<file path="config.mk">
export PLATFORM = sky130hd
export DESIGN_NAME = trapezoid_rule_integrator
export DESIGN_NICKNAME = d
export VERILOG_FILES = /design/src/hw/rtl/trapz_pkg.sv /design/src/hw/rtl/trapz_mul.sv /design/src/hw/rtl/trapz_div.sv /design/src/hw/rtl/trapezoid_rule_integrator.sv
export SDC_FILE = /design/constraint.sdc
export NUM_CORES = 2
export LEC_CHECK = 0
export BUFFER_PORTS_ARGS = -buffer_cell sky130_fd_sc_hd__buf_2
export CORE_MARGIN = 3
export CORE_UTILIZATION = 55
export CTS_CLUSTER_SIZE = 24
export DETAILED_ROUTE_END_ITERATION = 16
export PLACE_DENSITY = 0.74
export SYNTH_ARGS = -nofsm -noshare
export SYNTH_HDL_FRONTEND = slang
export SYNTH_SLANG_ARGS = --single-unit
</file>
<file path="constraint.sdc">
create_clock -name clk -period 12.5 [get_ports clk]
set_input_delay 1.875 -clock clk [delete_from_list [all_inputs] [get_ports clk]]
set_output_delay 1.875 -clock clk [all_outputs]
set_load 0.02 [all_outputs]
</file>
<file path="src/hw/rtl/trapz_pkg.sv">
// trapz_pkg: shared constants, codes and helpers for the trapezoidal integrator.
// Used by trapz_mul, trapz_div, trapezoid_rule_integrator and the testbench; no dependencies.
`timescale 1ns / 1ps
`default_nettype none
package trapz_pkg;

  localparam int MAX_TRAPEZOIDS = 4096;
  localparam int FRAC_BITS      = 16;
  localparam int CORDIC_STEPS   = 16;
  localparam int ATAN_LEN       = 24;
  localparam int CORD_ITERS     = (CORDIC_STEPS < ATAN_LEN) ? CORDIC_STEPS : ATAN_LEN;

  localparam int CNT_W      = 13;   // trapezoid count
  localparam int DIV_W      = 33;   // span b - a
  localparam int MUL_A_W    = 34;
  localparam int MUL_B_W    = 48;
  localparam int MUL_DIGIT  = 8;
  localparam int MUL_DIGITS = MUL_B_W / MUL_DIGIT;
  localparam int MUL_P_W    = 82;

  localparam logic [1:0] STAT_OK   = 2'd0;
  localparam logic [1:0] STAT_ZERO = 2'd1;
  localparam logic [1:0] STAT_SAT  = 2'd2;

  localparam logic [2:0] ACT_LIN = 3'd0;
  localparam logic [2:0] ACT_SQ  = 3'd1;
  localparam logic [2:0] ACT_CUB = 3'd2;
  localparam logic [2:0] ACT_QRT = 3'd3;
  localparam logic [2:0] ACT_SIN = 3'd4;
  localparam logic [2:0] ACT_COS = 3'd5;

  // 1/(2*pi) in Q32 (2^32 / (2*pi) as an integer), and the CORDIC gain compensation in Q3.30
  localparam logic signed [MUL_B_W-1:0] INV_TWO_PI  = 48'sd683565276;
  localparam logic signed [33:0]        CORDIC_GAIN = 34'sd652032874;

  localparam logic signed [MUL_P_W-1:0] V_MAX = 82'sd2147483647;
  localparam logic signed [MUL_P_W-1:0] V_MIN = -82'sd2147483648;

  typedef struct packed {
    logic signed [31:0] val;
    logic               ovf;
  } sat_t;

  function automatic sat_t sat32(input logic signed [MUL_P_W-1:0] v);
    sat_t r;
    if (v > V_MAX) begin
      r.val = 32'sh7fff_ffff;
      r.ovf = 1'b1;
    end else if (v < V_MIN) begin
      r.val = 32'sh8000_0000;
      r.ovf = 1'b1;
    end else begin
      r.val = v[31:0];
      r.ovf = 1'b0;
    end
    return r;
  endfunction

  // arctangent of 2^-i in binary angle units (2^32 per turn)
  function automatic logic signed [32:0] atan_bam(input logic [4:0] idx);
    logic [31:0] t;
    case (idx)
      5'd0:  t = 32'h2000_0000;
      5'd1:  t = 32'h12E4_051E;
      5'd2:  t = 32'h09FB_385B;
      5'd3:  t = 32'h0511_11D4;
      5'd4:  t = 32'h028B_0D43;
      5'd5:  t = 32'h0145_D7E1;
      5'd6:  t = 32'h00A2_F61E;
      5'd7:  t = 32'h0051_7C55;
      5'd8:  t = 32'h0028_BE53;
      5'd9:  t = 32'h0014_5F2F;
      5'd10: t = 32'h000A_2F98;
      5'd11: t = 32'h0005_17CC;
      5'd12: t = 32'h0002_8BE6;
      5'd13: t = 32'h0001_45F3;
      5'd14: t = 32'h0000_A2FA;
      5'd15: t = 32'h0000_517D;
      5'd16: t = 32'h0000_28BE;
      5'd17: t = 32'h0000_145F;
      5'd18: t = 32'h0000_0A30;
      5'd19: t = 32'h0000_0518;
      5'd20: t = 32'h0000_028C;
      5'd21: t = 32'h0000_0146;
      5'd22: t = 32'h0000_00A3;
      5'd23: t = 32'h0000_0051;
      default: t = 32'h0;
    endcase
    return signed'({1'b0, t});
  endfunction

endpackage
`default_nettype wire

</file>
<file path="src/hw/rtl/trapz_mul.sv">
// trapz_mul: signed 34 x 48 multiplier, one 8-bit digit of b per cycle.
// Depends on trapz_pkg.
`timescale 1ns / 1ps
`default_nettype none
module trapz_mul (
  input  logic                                 clk,
  input  logic                                 rst,
  input  logic                                 start,
  input  logic signed [trapz_pkg::MUL_A_W-1:0] a,
  input  logic signed [trapz_pkg::MUL_B_W-1:0] b,
  output logic                                 done,
  output logic signed [trapz_pkg::MUL_P_W-1:0] p
);

  logic [trapz_pkg::MUL_A_W-1:0]                      amag;
  logic [trapz_pkg::MUL_B_W-1:0]                      bmag;
  logic [trapz_pkg::MUL_P_W-1:0]                      acc;
  logic                                               neg;
  logic                                               busy;
  logic [2:0]                                         cnt;
  logic [trapz_pkg::MUL_A_W+trapz_pkg::MUL_DIGIT-1:0] pp;

  assign pp = amag * bmag[trapz_pkg::MUL_B_W-1 -: trapz_pkg::MUL_DIGIT];

  always_ff @(posedge clk) begin
    if (rst) begin
      busy <= 1'b0;
      done <= 1'b0;
      cnt  <= '0;
    end else begin
      done <= 1'b0;
      if (start) begin
        amag <= a[trapz_pkg::MUL_A_W-1] ? trapz_pkg::MUL_A_W'(-a) : a;
        bmag <= b[trapz_pkg::MUL_B_W-1] ? trapz_pkg::MUL_B_W'(-b) : b;
        neg  <= a[trapz_pkg::MUL_A_W-1] ^ b[trapz_pkg::MUL_B_W-1];
        acc  <= '0;
        cnt  <= '0;
        busy <= 1'b1;
      end else if (busy) begin
        acc  <= (acc << trapz_pkg::MUL_DIGIT)
              + {{(trapz_pkg::MUL_P_W-trapz_pkg::MUL_A_W-trapz_pkg::MUL_DIGIT){1'b0}}, pp};
        bmag <= bmag << trapz_pkg::MUL_DIGIT;
        cnt  <= cnt + 3'd1;
        if (cnt == 3'(trapz_pkg::MUL_DIGITS - 1)) begin
          busy <= 1'b0;
          done <= 1'b1;
        end
      end
    end
  end

  assign p = neg ? signed'(-acc) : signed'(acc);

endmodule
`default_nettype wire

</file>
<file path="src/hw/rtl/trapz_div.sv">
// trapz_div: restoring divider, signed span by unsigned count, truncating.
// Depends on trapz_pkg.
`timescale 1ns / 1ps
`default_nettype none
module trapz_div (
  input  logic                               clk,
  input  logic                               rst,
  input  logic                               start,
  input  logic signed [trapz_pkg::DIV_W-1:0] dividend,
  input  logic        [trapz_pkg::CNT_W-1:0] divisor,
  output logic                               done,
  output logic signed [trapz_pkg::DIV_W:0]   quotient
);

  logic [trapz_pkg::DIV_W-1:0] dq;
  logic [trapz_pkg::CNT_W-1:0] rem;
  logic [trapz_pkg::CNT_W-1:0] dvs;
  logic                        neg;
  logic                        busy;
  logic [5:0]                  cnt;
  logic [trapz_pkg::CNT_W:0]   rem2;
  logic                        ge;
  logic [trapz_pkg::CNT_W:0]   diff;

  assign rem2 = {rem, dq[trapz_pkg::DIV_W-1]};
  assign ge   = rem2 >= {1'b0, dvs};
  assign diff = rem2 - {1'b0, dvs};

  always_ff @(posedge clk) begin
    if (rst) begin
      busy <= 1'b0;
      done <= 1'b0;
      cnt  <= '0;
    end else begin
      done <= 1'b0;
      if (start) begin
        dq   <= dividend[trapz_pkg::DIV_W-1] ? trapz_pkg::DIV_W'(-dividend) : dividend;
        neg  <= dividend[trapz_pkg::DIV_W-1];
        dvs  <= divisor;
        rem  <= '0;
        cnt  <= '0;
        busy <= 1'b1;
      end else if (busy) begin
        rem <= ge ? diff[trapz_pkg::CNT_W-1:0] : rem2[trapz_pkg::CNT_W-1:0];
        dq  <= {dq[trapz_pkg::DIV_W-2:0], ge};
        cnt <= cnt + 6'd1;
        if (cnt == 6'(trapz_pkg::DIV_W - 1)) begin
          busy <= 1'b0;
          done <= 1'b1;
        end
      end
    end
  end

  assign quotient = neg ? signed'(-{1'b0, dq}) : signed'({1'b0, dq});

endmodule
`default_nettype wire

</file>
<file path="src/hw/rtl/trapezoid_rule_integrator.sv">
// trapezoid_rule_integrator: composite trapezoidal rule over six fixed functions.
// Depends on trapz_pkg, trapz_mul (shared multiplier) and trapz_div (step divider).
//
//  channel | handshake            | payload
//  --------+----------------------+-----------------------------------------------
//  req     | req_valid/req_ready  | action, trapezoid_count, interval_start/end
//  res     | res_valid/res_ready  | integral_value, status
//
// Flow: one division for the step h, then per sample (n+1 of them, n the clamped count)
//   the products on the shared multiplier: none for 5x-7, one / two / three for the
//   square, cubic and quartic, and for the sine and cosine the angle product plus
//   16 CORDIC rotations; one final product h * sum / 2 ends the request.
//   A zero count answers in the next cycle. Reset (rst, synchronous) empties the
//   block. req_ready is high only in idle; a waiting result holds until taken.
`timescale 1ns / 1ps
`default_nettype none
module trapezoid_rule_integrator (
  input  logic               clk,
  input  logic               rst,
  input  logic               req_valid,
  output logic               req_ready,
  input  logic [2:0]         action,
  input  logic [12:0]        trapezoid_count,
  input  logic signed [31:0] interval_start,
  input  logic signed [31:0] interval_end,
  output logic               res_valid,
  input  logic               res_ready,
  output logic signed [31:0] integral_value,
  output logic [1:0]         status
);

  typedef enum logic [7:0] {
    ST_IDLE  = 8'b0000_0001,
    ST_DIV   = 8'b0000_0010,
    ST_POINT = 8'b0000_0100,
    ST_DISP  = 8'b0000_1000,
    ST_MUL   = 8'b0001_0000,
    ST_CORD  = 8'b0010_0000,
    ST_ACC   = 8'b0100_0000,
    ST_OUT   = 8'b1000_0000
  } state_t;

  // what the pending product is for
  typedef enum logic [2:0] {
    TAG_X2, TAG_X3, TAG_X4, TAG_ANG, TAG_FIN
  } mtag_t;

  localparam logic signed [33:0] UNIT34 = 34'sd1 <<< trapz_pkg::FRAC_BITS;
  localparam logic signed [39:0] UNIT40 = 40'sd1 <<< trapz_pkg::FRAC_BITS;
  localparam logic signed [31:0] UNIT32 = 32'sd1 <<< trapz_pkg::FRAC_BITS;

  state_t state;
  mtag_t  tag;

  logic [2:0]         act_q;
  logic [12:0]        n_q;
  logic signed [31:0] a_q, b_q;
  logic signed [33:0] h, xrun, x;
  logic [12:0]        pt;
  logic signed [31:0] x2, x3, x4;
  logic signed [33:0] cx, cy;
  logic signed [32:0] z;
  logic [4:0]         k;
  logic               flip;
  logic signed [47:0] total;
  logic               ovf;

  logic                                 mul_start, mul_done;
  logic signed [trapz_pkg::MUL_A_W-1:0] mul_a;
  logic signed [trapz_pkg::MUL_B_W-1:0] mul_b;
  logic signed [trapz_pkg::MUL_P_W-1:0] mul_p;
  logic                                 div_start, div_done;
  logic signed [32:0]                   span;
  logic signed [33:0]                   quot;

  // span b - a, exact in 33 bits
  assign span = {b_q[31], b_q} - {a_q[31], a_q};

  trapz_mul u_mul (
    .clk   (clk),
    .rst   (rst),
    .start (mul_start),
    .a     (mul_a),
    .b     (mul_b),
    .done  (mul_done),
    .p     (mul_p)
  );

  trapz_div u_div (
    .clk      (clk),
    .rst      (rst),
    .start    (div_start),
    .dividend (span),
    .divisor  (n_q),
    .done     (div_done),
    .quotient (quot)
  );

  // product rescaled by one unit (fx_mul) and by one unit and a halving (final h * sum / 2)
  trapz_pkg::sat_t s16, s17;
  assign s16 = trapz_pkg::sat32(mul_p >>> trapz_pkg::FRAC_BITS);
  assign s17 = trapz_pkg::sat32(mul_p >>> (trapz_pkg::FRAC_BITS + 1));

  // angle in binary units: low word of floor(x * K / 2^FRAC), folded to +-quarter turn
  logic signed [31:0] ang;
  logic signed [32:0] zf;
  logic               flipf;
  assign ang = mul_p[trapz_pkg::FRAC_BITS +: 32];

  always_comb begin
    flipf = 1'b0;
    zf    = {ang[31], ang};
    if (ang > 32'sd1073741824) begin
      zf    = 33'sd2147483648 - {ang[31], ang};
      flipf = 1'b1;
    end else if (ang < -32'sd1073741824) begin
      zf    = -33'sd2147483648 - {ang[31], ang};
      flipf = 1'b1;
    end
  end

  // one CORDIC rotation
  logic signed [33:0] dx, dy;
  logic signed [32:0] at;
  assign dx = cy >>> k;
  assign dy = cx >>> k;
  assign at = trapz_pkg::atan_bam(k);

  // sample value from the gathered powers or rotation result
  logic signed [39:0] xe, x2e, x3e, x4e, poly;
  logic signed [33:0] sn, cs, csf;
  logic signed [31:0] smp;
  logic               smp_ovf;
  trapz_pkg::sat_t    ps;
  logic               interior;
  logic signed [47:0] total_next;

  assign xe  = {{6{x[33]}}, x};
  assign x2e = {{8{x2[31]}}, x2};
  assign x3e = {{8{x3[31]}}, x3};
  assign x4e = {{8{x4[31]}}, x4};
  assign sn  = cy >>> (30 - trapz_pkg::FRAC_BITS);
  assign cs  = cx >>> (30 - trapz_pkg::FRAC_BITS);
  assign csf = flip ? -cs : cs;

  always_comb begin
    case (act_q)
      trapz_pkg::ACT_LIN: poly = 40'sd5 * xe - 40'sd7 * UNIT40;
      trapz_pkg::ACT_SQ:  poly = 40'sd2 * x2e - 40'sd3 * xe + UNIT40;
      trapz_pkg::ACT_CUB: poly = 40'sd4 * x3e - x2e + 40'sd3 * xe + 40'sd8 * UNIT40;
      trapz_pkg::ACT_QRT: poly = x4e - 40'sd2 * x3e + x2e + 40'sd9 * xe;
      default:            poly = '0;
    endcase
  end

  assign ps = trapz_pkg::sat32({{42{poly[39]}}, poly});

  always_comb begin
    case (act_q)
      trapz_pkg::ACT_LIN, trapz_pkg::ACT_SQ, trapz_pkg::ACT_CUB, trapz_pkg::ACT_QRT: begin
        smp     = ps.val;
        smp_ovf = ps.ovf;
      end
      trapz_pkg::ACT_SIN: begin
        smp     = sn[31:0] + 32'sd3 * UNIT32;
        smp_ovf = 1'b0;
      end
      trapz_pkg::ACT_COS: begin
        smp     = {csf[30:0], 1'b0};
        smp_ovf = 1'b0;
      end
      default: begin
        smp     = '0;
        smp_ovf = 1'b0;
      end
    endcase
  end

  // interior points count twice, the two ends once
  assign interior   = (pt != 13'd0) && (pt != n_q);
  assign total_next = total + (interior ? {{15{smp[31]}}, smp, 1'b0}
                                        : {{16{smp[31]}}, smp});

  always_ff @(posedge clk) begin
    if (rst) begin
      state     <= ST_IDLE;
      mul_start <= 1'b0;
      div_start <= 1'b0;
    end else begin
      mul_start <= 1'b0;
      div_start <= 1'b0;
      case (state)
        ST_IDLE: begin
          if (req_valid) begin
            act_q <= action;
            a_q   <= interval_start;
            b_q   <= interval_end;
            n_q   <= (trapezoid_count > 13'(trapz_pkg::MAX_TRAPEZOIDS))
                   ? 13'(trapz_pkg::MAX_TRAPEZOIDS) : trapezoid_count;
            ovf   <= 1'b0;
            total <= '0;
            pt    <= '0;
            if (trapezoid_count == 13'd0) begin
              integral_value <= '0;
              status         <= trapz_pkg::STAT_ZERO;
              state          <= ST_OUT;
            end else begin
              div_start <= 1'b1;
              state     <= ST_DIV;
            end
          end
        end
        ST_DIV: begin
          if (div_done) begin
            h     <= quot;
            xrun  <= {{2{a_q[31]}}, a_q} + quot;
            state <= ST_POINT;
          end
        end
        ST_POINT: begin
          if (pt == 13'd0)      x <= {{2{a_q[31]}}, a_q};
          else if (pt == n_q)   x <= {{2{b_q[31]}}, b_q};
          else                  x <= xrun;
          state <= ST_DISP;
        end
        ST_DISP: begin
          case (act_q)
            trapz_pkg::ACT_SQ, trapz_pkg::ACT_CUB, trapz_pkg::ACT_QRT: begin
              mul_a     <= x;
              mul_b     <= {{14{x[33]}}, x};
              mul_start <= 1'b1;
              tag       <= TAG_X2;
              state     <= ST_MUL;
            end
            trapz_pkg::ACT_SIN: begin
              mul_a     <= x;
              mul_b     <= trapz_pkg::INV_TWO_PI;
              mul_start <= 1'b1;
              tag       <= TAG_ANG;
              state     <= ST_MUL;
            end
            trapz_pkg::ACT_COS: begin
              mul_a     <= x - UNIT34;
              mul_b     <= trapz_pkg::INV_TWO_PI;
              mul_start <= 1'b1;
              tag       <= TAG_ANG;
              state     <= ST_MUL;
            end
            default: state <= ST_ACC;
          endcase
        end
        ST_MUL: begin
          if (mul_done) begin
            case (tag)
              TAG_X2: begin
                x2  <= s16.val;
                ovf <= ovf | s16.ovf;
                if (act_q == trapz_pkg::ACT_SQ) begin
                  state <= ST_ACC;
                end else begin
                  mul_a     <= x;
                  mul_b     <= {{16{s16.val[31]}}, s16.val};
                  mul_start <= 1'b1;
                  tag       <= TAG_X3;
                end
              end
              TAG_X3: begin
                x3  <= s16.val;
                ovf <= ovf | s16.ovf;
                if (act_q == trapz_pkg::ACT_CUB) begin
                  state <= ST_ACC;
                end else begin
                  mul_a     <= {{2{x2[31]}}, x2};
                  mul_b     <= {{16{x2[31]}}, x2};
                  mul_start <= 1'b1;
                  tag       <= TAG_X4;
                end
              end
              TAG_X4: begin
                x4    <= s16.val;
                ovf   <= ovf | s16.ovf;
                state <= ST_ACC;
              end
              TAG_ANG: begin
                z     <= zf;
                flip  <= flipf;
                cx    <= trapz_pkg::CORDIC_GAIN;
                cy    <= '0;
                k     <= '0;
                state <= ST_CORD;
              end
              TAG_FIN: begin
                integral_value <= s17.val;
                status <= (ovf | s17.ovf) ? trapz_pkg::STAT_SAT : trapz_pkg::STAT_OK;
                state  <= ST_OUT;
              end
              default: state <= ST_IDLE;
            endcase
          end
        end
        ST_CORD: begin
          if (!z[32]) begin
            cx <= cx - dx;
            cy <= cy + dy;
            z  <= z - at;
          end else begin
            cx <= cx + dx;
            cy <= cy - dy;
            z  <= z + at;
          end
          k <= k + 5'd1;
          if (k == 5'(trapz_pkg::CORD_ITERS - 1)) state <= ST_ACC;
        end
        ST_ACC: begin
          total <= total_next;
          ovf   <= ovf | smp_ovf;
          if (pt == n_q) begin
            mul_a     <= h;
            mul_b     <= total_next;
            mul_start <= 1'b1;
            tag       <= TAG_FIN;
            state     <= ST_MUL;
          end else begin
            pt <= pt + 13'd1;
            if (pt != 13'd0) xrun <= xrun + h;
            state <= ST_POINT;
          end
        end
        ST_OUT: begin
          if (res_ready) state <= ST_IDLE;
        end
        default: state <= ST_IDLE;
      endcase
    end
  end

  assign req_ready = (state == ST_IDLE);
  assign res_valid = (state == ST_OUT);

  // sequencer stays on exactly one state
  a_onehot: assert property (@(posedge clk) disable iff (rst) $onehot(state))
    else $error("sequencer state not one-hot");

  // a zero count is answered at once with the error status
  a_zero: assert property (@(posedge clk) disable iff (rst)
    (req_valid && req_ready && trapezoid_count == 13'd0)
      |=> (res_valid && status == trapz_pkg::STAT_ZERO && integral_value == 32'sd0))
    else $error("zero count not rejected");

  // the point index never runs past the last sample
  a_pt: assert property (@(posedge clk) disable iff (rst)
    (state == ST_POINT || state == ST_ACC || state == ST_DISP) |-> (pt <= n_q))
    else $error("sample index beyond count");

  // the final product only starts from the last accumulation
  a_fin: assert property (@(posedge clk) disable iff (rst)
    (mul_start && tag == TAG_FIN) |-> ($past(state) == ST_ACC && pt == n_q))
    else $error("final product launched early");

endmodule
`default_nettype wire

</file>
* Word-level counts from Yosys, hierarchy flattened
Memory sizes are Yosys's and may differ from the RTL's. A register that Yosys moved wholly into a read port is not among the register bits.
Index checks and enable logic that the tools add are counted.
** Storage, ports and cells
- Register bits after elaboration :: 814
- ROM bits :: 960
- Output and inout bits :: 36
- Word-level logic and storage cells :: 305
- Memories kept :: 1
** Memory list
- (name not given) :: words 32, bits a word 30, rd ports 1, clocked after Yosys merged registers in 1, write ports 0, RTL line trapz_pkg.sv:62 : case (idx)
** Operators by class
- $add $sub $neg :: 35
- $mul :: 4
- Order comparisons :: 10
- Equal/unequal tests :: 41
- Shift operators :: 2
- Muxes and demuxes :: 117
- Bitwise gates (word level) :: 9
- Reduce and logical (&&, ||, !) cells :: 45
** Operators with widths (count)
- two-way mux 34 bit :: 16
- two-way mux 33 bit :: 15
- two-way mux 48 bit :: 8
- case mux 34 bit (2 select lines) :: 5
- case mux 48 bit (2 select lines) :: 3
- two-way mux 82 bit :: 2
- two-way mux 32 bit :: 5
- case mux 40 bit (4 select lines) :: 1
- case mux 48 bit (3 select lines) :: 1
- adder 34 bit :: 4
- case mux 34 bit (3 select lines) :: 1
- case mux 32 bit (3 select lines) :: 1
- adder 82 x 42 -> 82 bit :: 1
- negation 82 bit :: 1
- >>> shifter 34 x 5 -> 34 bit :: 2
- subtractor 34 bit :: 2
- > comparator 66 x 32 -> 1 bit (second input constant) :: 1
- less-than comparator 66 x 32 -> 1 bit (second input constant) :: 1
- case mux 33 bit (2 select lines) :: 1
- > comparator 65 x 32 -> 1 bit (second input constant) :: 1
- less-than comparator 65 x 32 -> 1 bit (second input constant) :: 1
- two-way mux 8 bit :: 8
- case mux 32 bit (2 select lines) :: 1
- case mux 8 bit (8 select lines) :: 1
- other kinds (91) :: 180

* Longest topological paths before layout
- Depth in word-level cells :: 12
- Gate-level depth with buffers :: 56

* Hierarchy
From an unflattened synthesis, not the netlist that was laid out.
** Unflattened totals
- Cells, all modules :: 9316
- Area total of the unflattened synthesis :: 84071.9 µm²
** Modules (own cells, without submodules)
- trapezoid_rule_integrator :: times used 1, cells each 6653, area each 59390.7 µm², sequential area each 17797.1 µm²
- trapz_mul :: times used 1, cells each 2174, area each 20030.5 µm², sequential area each 5054.8 µm²
- trapz_div :: times used 1, cells each 489, area each 4650.7 µm², sequential area each 1961.9 µm²

* Worst setup path after synthesis
Ideal clock, no wire load.
- Path kind :: flip-flop to flip-flop
- From :: register x[1]
- To :: register mul_b[46] in the netlist's numbering (data pin)
- Arrival :: 11.702 ns
- Data required time :: 12.228 ns
- Slack :: 0.526 ns
- Stages on the path, launching flop included :: 54
- Path buffers :: 2
- Cells stage by stage :: edfxtp_1 > ha_1 > ha_1 > fa_1 > a211oi_1 > o211ai_1 > nand2_1 > o21a_1 > xnor2_1 > inv_1 > ha_1 > a211oi_1 > nand2_1 > a221o_1 > nand2_1 > nand3_2 > a311o_1 > a31o_2 > (+18 left out) > o21ai_0 > a21boi_0 > o21ai_0 > a21boi_0 > o21ai_0 > a21oi_1 > o311ai_0 > a21oi_1 > o2111ai_1 > a21oi_1 > o2111ai_1 > a21oi_1 > o211ai_1 > a2111oi_0 > nor2_1 > o21ai_0 > xnor2_1 > o21ai_0
** On the way
- Word-level cells in the longest chain between the ends :: 12
** RTL lines
- start, declared :: RTL line trapezoid_rule_integrator.sv:58 : logic signed [33:0] h, xrun, x;
- start signal, assigned :: RTL line trapezoid_rule_integrator.sv:221 : if (pt == 13'd0) x <= {{2{a_q[31]}}, a_q};
- start signal, assigned :: RTL line trapezoid_rule_integrator.sv:222 : else if (pt == n_q) x <= {{2{b_q[31]}}, b_q};
- start signal, assigned :: RTL line trapezoid_rule_integrator.sv:223 : else x <= xrun;
- multiplier 3 x 34 -> 37 bit :: RTL line trapezoid_rule_integrator.sv:149, trapezoid_rule_integrator.sv:150
- subtractor 33 x 37 -> 38 bit / adder 35 x 37 -> 38 bit (equally long branches) :: RTL line trapezoid_rule_integrator.sv:149, trapezoid_rule_integrator.sv:150
- adder 40 x 18 -> 40 bit / adder 38 x 21 -> 39 bit (equally long branches) :: RTL line trapezoid_rule_integrator.sv:149, trapezoid_rule_integrator.sv:150
- case mux 40 bit (4 select lines) (*) :: RTL line trapezoid_rule_integrator.sv:147 : case (act_q)
- less-than comparator 40 x 32 -> 1 bit :: RTL line trapz_pkg.sv:49 : end else if (v < V_MIN) begin
- two-way mux 33 bit :: RTL line trapz_pkg.sv:49
- two-way mux 33 bit (*) :: RTL line trapz_pkg.sv:46 : if (v > V_MAX) begin
- case mux 32 bit (3 select lines) (*) :: RTL line trapezoid_rule_integrator.sv:159 : case (act_q)
- two-way mux 32 bit :: RTL line trapezoid_rule_integrator.sv:181 : assign total_next = total + (interior ? {{15{smp[31]}}, smp, 1'b0}
- adder 48 bit (*) :: RTL line trapezoid_rule_integrator.sv:181
- two-way mux 48 bit (*) :: RTL line trapezoid_rule_integrator.sv:317 : if (pt == n_q) begin
- case mux 48 bit (3 select lines) (*) :: RTL line trapezoid_rule_integrator.sv:192 : case (state)
- end signal, assigned :: RTL line trapezoid_rule_integrator.sv:230 : mul_b <= {{14{x[33]}}, x};
- end signal, assigned :: RTL line trapezoid_rule_integrator.sv:237 : mul_b <= trapz_pkg::INV_TWO_PI;
- end signal, assigned :: RTL line trapezoid_rule_integrator.sv:319 : mul_b <= total_next;
- end, declared :: RTL line trapezoid_rule_integrator.sv:70 : logic signed [trapz_pkg::MUL_B_W-1:0] mul_b;
Every way passes the cells marked *; elsewhere a longest branch is shown, timed or not. The select of a mux whose other input is x is not followed.
A chain may end at the register's enable or synchronous reset.

* Final worst setup path
- From :: register x[3]
- To :: register mul_b[45] in the netlist's numbering (data pin)
Same word-level chain as after synthesis.

==> metrics.txt <==
outcome=finished clean; routed via count=70700; io pins=120; #FFs+latches synth=844; Avg Cell Area, Syn=9.07 um2; Fin Hold WS=484 ps; Die Span Y=395 um; Clock transition at path regs=60 ps; grt ovf=0; Slew HR=5.19%; most common cell in the netlist=nand2_1; cell mode on critical path=a21o_1; DR iter-0 viols=7175; Peak VDD IR=0.157 mV; clk_skew=57.0 ps; RePlAce Congestion=1.05; DIE AREA=156000 um2; setup violators final=0; crit path time final=12050 ps; final wirelength=255000 um; ys async rst share=0%; initial antenna violation count=16; slowest stage delay, CP=630 ps; dpl cells=11200; slew at the pin closest to its max-slew limit=1410 ps; Avg WL per Cell=22.3 um; CP Launch Type=flop; CTS tree=yes; Yosys cell types=107; Syn Nets=10400; Final Slew Violations=0; sequential area share after synthesis=29.9%; maximum buffer depth of the clock tree=3; Fill cells=12700; leakage power=0.0385 uW; share of layout cells above drive strength 1=8.99%; crit path max-delay cell type=or4_4; final hold vios=0; DRC violations left=0; total power=8590 uW; Mapped Area=83100 um2; CP endpoint kind=flop; Pre-antenna DRT Iters=9; core area=149000 um2; htree depth=3; Post-synth EDFFs=791; final antenna-violating net count=0; max-capacitance violation count=0; Tcrit/Tclk final=96.4%; fin cells=11400; CTS sink cnt=844; Layout area overhead=9.76%; WS Path Type=flop to flop; port bufs=119; Starting Density=55.8%; Power Dens Cells=94.3 nW/um2; Yosys warning total=0; CP required=12970 ps; Vias/cell=6.18; total track usage=32.0%; WP data arrival=12520 ps; clock latency on the worst-skew pair=760 ps; Post-synth top cells=nand2_1 (830), inv_1 (823), edfxtp_1 (791); post-synthesis cell count=9162; worst-path fanout max=11; HP Class=flop to flop; Row Count=141; main flop type after synthesis=edfxtp_1; Num CTS Buffers=98; Post-layout nets=10600; largest cells by area after synthesis=edfxtp_1 (29%), ha_1 (11%), fa_1 (9.4%), xnor2_1 (4.9%), a21oi_1 (4.2%); first-pass GRT wire length=392000 um; number of global-route vias before repair=68000; max frequency=0.0830 GHz; area leader, netlist=edfxtp_1; Die W=395 um; clock root buffer=clkbuf_16; largest net degree at the start of global routing=102; top cell type's share of synthesized area=28.6%; Post-DP HPWL=199000 um
## timing repair
action / CTS / global route
resized for setup: 9 / 69
endpoints found under the setup margin: 17 / 30
pin swaps: 1 / 33
hold buffers: 0 / 0
setup buffers: 2 / 10
## power breakdown
| group | internal (uW) | switching, uW | total [uW] |
|---|---|---|---|
| logic | 845 | 1280 | 2120 |
| clock network | 1820 | 1280 | 3100 |
| registers | 3280 | 101 | 3380 |
| total | 5940 | 2660 | 8590 |
## registers in the layout, indices dropped and copies added (netlist names), 33 cells and up
register and cells:
cy 34, u_mul.amag 34, mul_b 48, cx 34
x 34, h 34, total 48, u_mul.acc 82
u_mul.bmag 48, z 33, u_div.dq 33, mul_a 34
xrun 34
## through the flow
stage               setup slack, ps  instance area, um2  utilization (%)  TNS [ps]
floorplan                       526               83100                -         0
global placement               -232               87300             58.6      -851
detailed placement             -365               87300             58.6     -2270
CTS                            26.6               90800             61.0         0
global route                  -43.0               91100             61.2     -89.9
finish                          453               91200             61.2         0
## routing by layer
| layer | part of all wire [%] | global-route usage [%] |
|---|---|---|
| met1 | 41 | 44.1 |
| met2 | 44 | 49.2 |
| met3 | 10 | 6.59 |
| met4 | 4.8 | 13.5 |
| met5 | 0.018 | 0 |
## critical path, delay by kind of cell (launching register included)
kind	cells	cell delay, ps
compound gates	35	7130
simple gates	6	1690
fa+ha+maj	4	1180
buf+inv	6	980
flops	1	400
xor+xnor	3	390
## cell usage in the layout (no fill, tap or decap), types with 57 or more instances in the layout
master     Yosys  final
o31ai_1       86     85
nor3_1       190    183
clkbuf_16      0    102
xnor2_1      462    462
xor2_1       313    309
nand3_1      155    154
nand2_1      830    830
buf_4          1    312
and2_1       185    185
o21a_1        68     67
a21o_1       142    142
mux2i_1      105    104
nor2b_1       98     97
a211oi_1      76     68
or2_2         57     57
nand2b_1     133    133
buf_2          6    120
o21bai_1      66     65
and3_1        95     95
edfxtp_1     791    791
or3_1         79     79
fa_1         391    391
nor4_1        64     61
nor2_1       790    781
o21ai_0      500    484
ha_1         730    729
a31oi_1       86     82
a21oi_1      695    683
inv_1        823    821
## worst paths after layout
kind                from      endpoint  slack (ps)  depth (start not counted)
setup / recovery    x[3]     mul_b[45]         450                         54
hold / removal    n_q[7]  u_div.dvs[7]         480                          0
setup reg to reg    x[3]     mul_b[45]         450                         54
hold reg to reg   n_q[7]  u_div.dvs[7]         480                          0
## cells by family (layout without fill, tap and decap cells)
logic type                 Yosys count  after routing  share of synthesized area (%)
DFF                                844            844                           29.9
adders and majority gates         1128           1128                           20.5
muxes                              168            168                           2.61
other                                0              9                              0
and+or+nand+nor                   2868           2868                           16.5
buffers and inverters             1170           1442                           5.32
AOI/OAI and AO/OA                 2203           2203                           16.8
xor gates and xnor gates           781            781                           8.32
## cell type report
class,count,area [um2],area share [%]
clock inverters,67,831,0.911
clock buffers,116,2620,2.87
well taps,2002,2500,2.75
flip-flops and latches,844,24800,27.2
diodes,9,22.5,0.0247
inverters,826,3100,3.40
multi-input cells,7148,54300,59.6
repair buffers,433,2950,3.24
(Power assumes the default switching activity.)
